<file path="config.mk">
export PLATFORM = sky130hd
export DESIGN_NAME = mrb_front_flat
export DESIGN_NICKNAME = d
export VERILOG_FILES = /design/src/design/mrb_pkg.sv /design/src/design/mrb_req_if.sv /design/src/design/mrb_front.sv /design/src/flat_wrapper.sv
export SDC_FILE = /design/constraint.sdc
export NUM_CORES = 1
export LEC_CHECK = 0
export BUFFER_PORTS_ARGS = -buffer_cell sky130_fd_sc_hd__buf_2
export CORE_AREA = 2 2 39 41
export DETAILED_ROUTE_END_ITERATION = 10
export DIE_AREA = 0 0 41 43
export PLACE_DENSITY_LB_ADDON = 0.05
export SLEW_MARGIN = 15
export SYNTH_ARGS = -nofsm -noshare
export SYNTH_HDL_FRONTEND = slang
export SYNTH_SLANG_ARGS = --single-unit
</file>
<file path="constraint.sdc">
create_clock -name vclk -period 1.3
set_input_delay 0.195 -clock vclk [all_inputs]
set_output_delay 0.195 -clock vclk [all_outputs]
set_load 0.05 [all_outputs]
</file>
<file path="src/design/mrb_pkg.sv">
// shared constants, command types and back-end state encoding for the ring buffer
package mrb_pkg;

    // defaults for the top-level parameters
    localparam int STORE_DEPTH_DEF    = 16384;
    localparam int READER_COUNT_DEF   = 2;
    localparam int MAX_READ_BURST_DEF = 64;

    // command queue between front and back end (power of two)
    localparam int CMD_QUEUE_DEPTH = 4;

    // fixed field widths
    localparam int BYTE_W  = 8;
    localparam int LEN_W   = 7;
    localparam int TOTAL_W = 32;

    // operation codes on the request channel
    localparam logic OP_WRITE = 1'b0;
    localparam logic OP_READ  = 1'b1;

    // classified command kinds
    typedef enum logic [1:0] {
        CMD_WRITE,
        CMD_READ,
        CMD_NULL
    } cmd_kind_t;

    typedef struct packed {
        cmd_kind_t          kind;
        logic [BYTE_W-1:0]  data;
        logic               reader;
        logic [LEN_W-1:0]   len;
    } cmd_t;

    typedef enum logic [2:0] {
        BK_IDLE,
        BK_CHECK,
        BK_SIZE,
        BK_BURST,
        BK_NULL
    } back_state_t;

endpackage

</file>
<file path="src/design/mrb_req_if.sv">
// request channel: write bytes and read requests
interface mrb_req_if;
    logic                          valid;
    logic                          ready;
    logic                          operation;
    logic [mrb_pkg::BYTE_W-1:0]    write_byte;
    logic                          reader_select;
    logic [mrb_pkg::LEN_W-1:0]     read_length;

    modport source (
        output valid, operation, write_byte, reader_select, read_length,
        input  ready
    );
    modport sink (
        input  valid, operation, write_byte, reader_select, read_length,
        output ready
    );
endinterface

</file>
<file path="src/design/mrb_front.sv">
// front end: takes request transactions and classifies them into commands
module mrb_front #(
    parameter int READER_COUNT   = mrb_pkg::READER_COUNT_DEF,
    parameter int MAX_READ_BURST = mrb_pkg::MAX_READ_BURST_DEF
) (
    mrb_req_if.sink        req,
    input  logic           queue_ready,
    output logic           push,
    output mrb_pkg::cmd_t  cmd
);
    import mrb_pkg::*;

    logic [LEN_W-1:0] len_sat;
    logic             reader_ok;

    assign req.ready = queue_ready;
    assign push      = req.valid && queue_ready;

    always_comb
    begin
        len_sat   = (32'(req.read_length) > 32'(MAX_READ_BURST)) ?
                    LEN_W'(MAX_READ_BURST) : req.read_length;
        reader_ok = int'(req.reader_select) < READER_COUNT;

        cmd.data   = req.write_byte;
        cmd.reader = req.reader_select;
        cmd.len    = len_sat;
        unique case (req.operation)
            OP_WRITE: cmd.kind = CMD_WRITE;
            OP_READ:
            begin
                // unknown reader or zero length gets the empty answer
                if (!reader_ok || len_sat == '0)
                    cmd.kind = CMD_NULL;
                else
                    cmd.kind = CMD_READ;
            end
            default: cmd.kind = CMD_NULL;
        endcase
    end

endmodule

</file>
<file path="src/flat_wrapper.sv">
// flat-port wrapper written by rule: the top's interface ports become plain ports
module mrb_front_flat import mrb_pkg::*;
#(
    parameter int READER_COUNT   = mrb_pkg::READER_COUNT_DEF,
    parameter int MAX_READ_BURST = mrb_pkg::MAX_READ_BURST_DEF
)
  (queue_ready, push, cmd, req_valid, req_operation, req_write_byte, req_reader_select, req_read_length, req_ready);
  mrb_req_if req_i ();
  input  logic queue_ready;
  output logic push;
  output mrb_pkg::cmd_t cmd;
  input wire logic [$bits(req_i.valid)-1:0] req_valid;
  input wire logic [$bits(req_i.operation)-1:0] req_operation;
  input wire logic [$bits(req_i.write_byte)-1:0] req_write_byte;
  input wire logic [$bits(req_i.reader_select)-1:0] req_reader_select;
  input wire logic [$bits(req_i.read_length)-1:0] req_read_length;
  output wire logic [$bits(req_i.ready)-1:0] req_ready;
  assign req_i.valid = req_valid;
  assign req_i.operation = req_operation;
  assign req_i.write_byte = req_write_byte;
  assign req_i.reader_select = req_reader_select;
  assign req_i.read_length = req_read_length;
  assign req_ready = req_i.ready;
  mrb_front #(.READER_COUNT(READER_COUNT), .MAX_READ_BURST(MAX_READ_BURST)) u_core (.req(req_i), .queue_ready(queue_ready), .push(push), .cmd(cmd));
endmodule
</file>
==> results.md <==
* Status: complete, no violations
* Pwr Density at 511 nW/um^2
* DRC errors left at 0
* Post-synthesis cell type with the largest combined area: buf_4
* Count of clock-net buffers in the final layout at 0
* Worst slew margin relative to its limit at 83.3%
* Unrepaired setup endpoints after global routing: no
* Shortest clock period the worst path allows after layout at 1.21 ns
* Average via count per standard cell at 3.53
* Std-Cell Rows at 14
* CP cell instances: buf_2 > nor4_4 > and3_1 > clkbuf_4
* Number of max-cap violations at 0
* Instance count of the mapped netlist at 22
* Critical Path AT at 1.02 ns
* Most common cell in the synthesized netlist: buf_4
* Core Footprint at 1380 um^2
* Tightest Pin Transition at 0.252 ns
* Antenna violations before repair at 0
* Delay of the slowest critical-path stage at 0.29 ns
* Worst IR Drop VDD at 0.0809 mV
* Die outline area at 1760 um^2
* Count of yosys warnings during synthesis at 0
* Endpoint type of the worst setup path: primary output
* Final sequential cell count at 0
* Die height at 43 um
* Share of synthesized area occupied by flip-flops and latches at 0%
* Maximum number of pins on one net before global-route repair at 8
* Number of design-rule violations left by the first detailed-router iteration at 2
* Critical path data required time at 1.11 ns
* Slew Viols, Final at 0
* Highest Clock Rate at 826 MHz
* Proportion of netlist area held by the largest area contributor at 48.8%
* Count of cells resized by post-cts repair at 0
* Net Sw Power at 0.0000800 W
* Worst min-delay path class: input port to primary output
* Maximum fanout along the worst path at 2
* Launch point of the worst path: req_read_length[2]
* Routed wirelength normalized by instance count at 9.76 um
* Setup TNS at 0 ns
* Number of I/O port buffers at 21
* Number of global-route vias before repair at 143
* Final hold slack at 0.390 ns
* Detailed-route wire length at 478 um
* Kind of critical path: input port to primary output
* Leading post-synthesis cells by instance count: 10 x buf_4, 6 x nor2b_1
* Count of cell types in the netlist at 8
* Via Count at 173
* Post-CTS Repair Setup Buffers at 0
* First-pass GRT wire length at 655 um
* Layout cell share with drive strength beyond 1 at 69.7%
* Power Internal at 0.0000319 W
* Portion of total power attributed to sequential cells at 0%
* Horiz. Die Dim at 41 um
* Sequential standard cell area at 0 um^2
* Post-route antenna net violation count at 0
* Diodes inserted at 0
* Final GP Congestion at 0.596
* Final layout net count at 54
* Detailed-router iteration count before antenna repair at 3
* Syn Std Cell Area at 154 um^2
* Slowest stage cell, crit path: nor4_4
* Growth of design area from synthesis to finish at 42.3%
* Starting Density at 11.1%
* Final setup vio count at 0
* Combined global-route utilization of all metal layers at 5.00%
* Synthesized netlist net count at 41
* Final Hold Viols at 0
* Average cell area after synthesis at 7.00 um^2
* I/O pin count at 39
* Hold buffers post-CTS at 0
* Top post-synthesis cells by area: buf_4 49%, nor2b_1 24%, nor4_2 8.1%
* Relative contribution of the clock network to total power at 0%
* Power share of the combinational group at 100.0%
* Fraction of power spent switching nets at 71.5%
* GRT Residual Overflow at 0
* Hold Startpoint: req_write_byte[2]
* Period Utilization, post-route at 93.1%
* Leakage power total at 0.122 nW
* Critical path launch point type: input port
## through the flow
stage	instances	total power [W]	util, %	instance area, um^2	setup WS [ns]
3_3_place_gp	49	0.000110	15.0	208	0.0673
4_1_cts	49	0.000110	15.0	208	0.0367
2_1_floorplan	22	0.000149	-	154	0.102
5_1_grt	49	0.000118	15.8	219	0.0228
3_5_place_dp	49	0.000110	15.0	208	0.0443
6_report	49	0.000112	15.8	219	0.0891
## area by class of cell
cell class | instances | area (um^2)
Multi-Input combinational cell | 11 | 83.8
Tap cell | 16 | 20.0
Timing Repair Buffer | 22 | 115
Fill cell | 161 | 1160
## kinds of logic after synthesis
family                 Yosys count  synth area share, %
AO/OA/AOI/OAI                    1                 4.88
buffers and inverters           11                 51.2
AND/OR/NAND/NOR                 10                 43.9
## layout by cell type, fill, tap and decap left out
cell type / synthesis / routed
buf_2: 0 / 20
nor2b_1: 6 / 6
nor4_4: 0 / 1
nor3_1: 1 / 1
a21boi_1: 0 / 1
and2_1: 1 / 1
and3_1: 1 / 1
clkbuf_4: 0 / 1
buf_4: 10 / 1
## worst max-delay path: cells and delay by family
family | cells | cell delay [ns]
buffers and inverters | 2 | 0.34
AND/OR/NAND/NOR | 2 | 0.48
## routing by layer
layer	up-vias	share of wire, %	routed length, um	global-route usage (%)
li1	82	-	-	-
met5	-	0	0	0
met4	0	0	0	0
met3	0	17	79	2.62
met2	11	60	288	9.69
met1	80	23	110	4.43
## worst paths after layout
check,to,cells after the start
min,cmd[10],0
max,cmd[17],4
## power groups by stage
stage               combinational, W  sequential, W  clock (W)
CTS                         0.000110              0          0
detailed placement          0.000110              0          0
finish                      0.000112              0          0
global route                0.000118              0          0
floorplan                   0.000149              0          0
global placement            0.000110              0          0
No activity file was read; power rests on OpenSTA's default activity.
