### src/design/mrb_pkg.sv
// shared constants, command types and back-end state encoding for the ring buffer
package mrb_pkg;

    // defaults for the top-level parameters
    localparam int STORE_DEPTH_DEF    = 16384;
    localparam int READER_COUNT_DEF   = 2;
    localparam int MAX_READ_BURST_DEF = 64;

    // command queue between front and back end (power of two)
    localparam int CMD_QUEUE_DEPTH = 4;

    // fixed field widths
    localparam int BYTE_W  = 8;
    localparam int LEN_W   = 7;
    localparam int TOTAL_W = 32;

    // operation codes on the request channel
    localparam logic OP_WRITE = 1'b0;
    localparam logic OP_READ  = 1'b1;

    // classified command kinds
    typedef enum logic [1:0] {
        CMD_WRITE,
        CMD_READ,
        CMD_NULL
    } cmd_kind_t;

    typedef struct packed {
        cmd_kind_t          kind;
        logic [BYTE_W-1:0]  data;
        logic               reader;
        logic [LEN_W-1:0]   len;
    } cmd_t;

    typedef enum logic [2:0] {
        BK_IDLE,
        BK_CHECK,
        BK_SIZE,
        BK_BURST,
        BK_NULL
    } back_state_t;

endpackage

### src/design/mrb_cmd_queue.sv
// small command fifo between front and back end
module mrb_cmd_queue (
    input  logic           clk,
    input  logic           rst_n,
    input  logic           push,
    input  mrb_pkg::cmd_t  push_cmd,
    output logic           push_ready,
    input  logic           pop,
    output mrb_pkg::cmd_t  pop_cmd,
    output logic           pop_valid
);
    import mrb_pkg::*;

    localparam int PTR_W = $clog2(CMD_QUEUE_DEPTH);

    cmd_t             slot_reg [CMD_QUEUE_DEPTH];
    logic [PTR_W-1:0] wr_ptr_reg, wr_ptr_next;
    logic [PTR_W-1:0] rd_ptr_reg, rd_ptr_next;
    logic [PTR_W:0]   fill_reg, fill_next;
    logic             do_push, do_pop;

    assign push_ready = fill_reg != (PTR_W+1)'(CMD_QUEUE_DEPTH);
    assign pop_valid  = fill_reg != '0;
    assign pop_cmd    = slot_reg[rd_ptr_reg];

    always_comb
    begin
        do_push     = push && push_ready;
        do_pop      = pop && pop_valid;
        wr_ptr_next = do_push ? wr_ptr_reg + 1'b1 : wr_ptr_reg;
        rd_ptr_next = do_pop ? rd_ptr_reg + 1'b1 : rd_ptr_reg;
        fill_next   = fill_reg;
        if (do_push && !do_pop)
            fill_next = fill_reg + 1'b1;
        else if (do_pop && !do_push)
            fill_next = fill_reg - 1'b1;
    end

    always_ff @(posedge clk or negedge rst_n)
    begin
        if (!rst_n)
        begin
            wr_ptr_reg <= '0;
            rd_ptr_reg <= '0;
            fill_reg   <= '0;
        end
        else
        begin
            wr_ptr_reg <= wr_ptr_next;
            rd_ptr_reg <= rd_ptr_next;
            fill_reg   <= fill_next;
        end
    end

    always_ff @(posedge clk)
    begin
        if (do_push)
            slot_reg[wr_ptr_reg] <= push_cmd;
    end

endmodule

### config.mk
export PLATFORM = sky130hd
export DESIGN_NAME = mrb_cmd_queue
export DESIGN_NICKNAME = d
export VERILOG_FILES = /design/src/design/mrb_pkg.sv /design/src/design/mrb_cmd_queue.sv
export SDC_FILE = /design/constraint.sdc
export NUM_CORES = 1
export LEC_CHECK = 0
export BUFFER_PORTS_ARGS = -buffer_cell sky130_fd_sc_hd__buf_2
export CAP_MARGIN = 15
export CORE_UTILIZATION = 34
export DETAILED_ROUTE_END_ITERATION = 10
export GPL_TIMING_DRIVEN = 0
export PLACE_DENSITY = 0.49
export SLEW_MARGIN = 20
export SYNTH_ARGS = -nofsm -noshare
export SYNTH_HDL_FRONTEND = slang
export SYNTH_SLANG_ARGS = --single-unit
### constraint.sdc
create_clock -name clk -period 4.4 [get_ports clk]
set_input_delay 0.88 -clock clk [delete_from_list [all_inputs] [get_ports clk]]
set_output_delay 0.88 -clock clk [all_outputs]
set_load 0.01 [all_outputs]
==> impl_metrics.yaml <==
layout:
  drive_gt1_frac: 0.452
  num_antenna_cells: 0
  final_net_count: 209
  largest_reg_flops: 72
  flow.area_growth_from_synthesis_pct: 18.2
synth:
  postSynthNetCount: 157
  synth_area_um2: 3040
  synth_sequential_area_ratio: 0.770
  synth_enable_flop_cells: 72
  syn-instance-count: 129
  synth_flop_cell: "sky130_fd_sc_hd__edfxtp_1"
  asyncSetResetFlopFracSynth: 0.0886
  post-synth-top-area-fraction: 0.712
  postSynthRegisterBits: 79
  netlist_top_cells_area: "sky130_fd_sc_hd__edfxtp_1 71%, sky130_fd_sc_hd__mux4_2 13%, sky130_fd_sc_hd__dfrtp_1 5.8%"
  mean_syn_cell_area_um2: 23.5
  top_cells_by_instance_count_after_synthesis: "72 x sky130_fd_sc_hd__edfxtp_1, 18 x sky130_fd_sc_hd__mux4_2, 7 x sky130_fd_sc_hd__dfrtp_1"
  synth.yosys.warnings: 0
  synth.most_common_cell: "sky130_fd_sc_hd__edfxtp_1"
  ys_types: 21
  post-synth-top-area-cell: "sky130_fd_sc_hd__edfxtp_1"
detailed_routing:
  route.final.wire_length_um: 5260
  detailed_router_s_first_iteration_violation_count: 44
  via_per_instance_ratio: 4.73
  num_vias: 1392
  routed_wire_length_per_instance_um: 17.9
  postRouteAntennaNets: 0
  initial_drt_pass_iterations: 2
  drc: 0
clock_tree:
  htree_num_levels: 3
  postCtsHoldBufs: 0
  cts_post_setup_buffers_inserted: 0
  latest_clock_arrival_within_the_worst_skew_pair_ps: 340
  clk_transition_reported_paths_ps: 80
  post_cts_resize_count: 0
  ctsRootBufferMaster: "sky130_fd_sc_hd__clkbuf_8"
  numClockSinks: 79
  tritoncts: "built"
  cts-buffers-inserted: 9
  cts_buffer_depth: 2
timing:
  final.setup_skew_ps: 6.13
  setup_repair_after_global_routing_missed_its_margin: "false"
  final_min_period_over_clock_period: 0.590
  finalWorstPathRequiredPeriod_ps: 2590
  fmaxAchievable_mhz: 385
  timing.final.hold_violations: 0
  slew_at_the_pin_closest_to_its_max_slew_limit_ps: 1020
  finalSetupViolations: 0
  totalNegativeSetupSlack_ps: 0
  final-max-slew-violation-count: 0
  slew-limit-headroom: 0.323
die:
  die-area_um2: 9310
  core_area_um2: 8680
  num_io_pins: 42
  die_x_um: 96.5
  die_h_um: 96.5
  initial_core_utilization: 0.350
  placement_rows: 34
run_status:
  outcome: "finished, final reports clean"
job:
  max_cap_viol_count: 0
setup_path:
  cp_max_fo: 10
  worst-endpoint-required_ps: 3520
  setup.worst_path.start_class: "flip-flop"
  critical_path.endpoint_type: "output pin"
  r2r_cells: 8
  worst_r2r_endpoint: "fill_reg[2]$_DFFE_PN0P_"
  path_class: "flip-flop to output pin"
  cp_data_arrival_time_ps: 1710
  setup.reg_to_reg.worst_slack_ps: 2320
  rr_startpoint: "fill_reg[1]$_DFFE_PN0P_"
placement:
  dpl.hpwl_um: 3420
  gp_congestion: 0.720
  count_of_input_and_output_buffers: 41
power_and_ir_drop:
  vdd.ir_drop.worst_mv: 0.290
  report.power.total_uw: 2390
  power.density_cell_area_nw_per_um2: 665
  static-leakage-power_uw: 0.00127
grt:
  antenna_found_initial: 0
  grt.total_usage: 0.125
  grt_pass1_vias: 1510
  grt_start_max_net_pins: 19
  grt_remaining_overflow: 0
  first_pass_grt_wire_length_um: 7980
worst_hold_path:
  worst_hold_path_type: "input port to asynchronous set/reset pin"
[layout make-up]
type / count / area [um^2]
multi-input combinational: 43 / 653
inverter: 3 / 11.3
buffer: 4 / 35.0
fill: 809 / 5090
tap: 108 / 135
clock inverter: 7 / 87.6
sequential: 79 / 2340
timing repair buffer: 41 / 205
clock buffer: 9 / 124
[worst max-delay path, cell delays in order (launching register included)]
cell,delay [ps]
sky130_fd_sc_hd__dfrtp_1,330
sky130_fd_sc_hd__buf_2,280
sky130_fd_sc_hd__buf_4,270
sky130_fd_sc_hd__mux4_2,330
sky130_fd_sc_hd__buf_2,160
[kinds of logic after synthesis]
kind of cell	count (synthesis)	share of synthesized area
adders and majority gates	6	0.0272
muxes	20	0.141
AOI/OAI and AO/OA	1	0.00618
and+or+nand+nor	10	0.0235
buffers and inverters	7	0.0152
DFF	79	0.770
xor gates and xnor gates	6	0.0173
[placed cells by master (no fill, tap or decap)]
cell type,count
sky130_fd_sc_hd__xor2_1,2
sky130_fd_sc_hd__clkinv_4,1
sky130_fd_sc_hd__a21boi_4,1
sky130_fd_sc_hd__edfxtp_1,72
sky130_fd_sc_hd__xnor2_1,4
sky130_fd_sc_hd__buf_2,42
sky130_fd_sc_hd__clkinv_2,3
sky130_fd_sc_hd__nor2_2,1
sky130_fd_sc_hd__mux4_2,18
sky130_fd_sc_hd__inv_1,3
sky130_fd_sc_hd__and2_1,4
sky130_fd_sc_hd__clkbuf_8,9
sky130_fd_sc_hd__nor2_1,1
sky130_fd_sc_hd__dfrtp_1,7
sky130_fd_sc_hd__buf_6,2
sky130_fd_sc_hd__mux2_1,1
sky130_fd_sc_hd__or3_4,1
sky130_fd_sc_hd__bufinv_16,2
sky130_fd_sc_hd__mux2_2,1
sky130_fd_sc_hd__nand2_4,1
sky130_fd_sc_hd__nand3_2,1
sky130_fd_sc_hd__fa_1,1
sky130_fd_sc_hd__buf_4,1
sky130_fd_sc_hd__ha_1,5
sky130_fd_sc_hd__clkinv_1,1
sky130_fd_sc_hd__nand2_1,1
[per-layer routing]
metal  wire (um)  vias up  GRT usage
li1            -      627          -
met5           0        -          0
met3         207        9     0.0344
met1        2220      726      0.142
met4          85        0     0.0625
met2        2740       30      0.214
[per-stage QoR]
stage                      util  std cells  instance area, um^2  setup WS, ps  hold slack, ps
after global routing      0.413        294                 3590          1730             357
after CTS                 0.413        294                 3590          1760             352
after floorplan               -        129                 3040          2240             512
after global placement    0.389        278                 3380          1950             522
final                     0.413        294                 3590          1810             363
after detailed placement  0.389        278                 3380          1880             549
[power breakdown]
part | leakage, uW | total (uW) | internal (uW) | switching, uW
clock | 0.000110 | 567 | 316 | 251
combinational | 0.000417 | 755 | 360 | 395
sequential | 0.000741 | 1070 | 1010 | 60.1
total | 0.00127 | 2390 | 1680 | 706
[worst max path at each step]
stage / start / to
global route: rd_ptr_reg[1]$_DFFE_PN0P_ / pop_cmd[10]
floorplan: push / fill_reg[2]$_DFFE_PN0P_
finish: rd_ptr_reg[1]$_DFFE_PN0P_ / pop_cmd[5]
detailed placement: push / slot_reg[2][11]$_DFFE_PP_
CTS: rd_ptr_reg[1]$_DFFE_PN0P_ / pop_cmd[10]
global placement: push / slot_reg[1][1]$_DFFE_PP_
No activity file was read; power rests on OpenSTA's default activity.
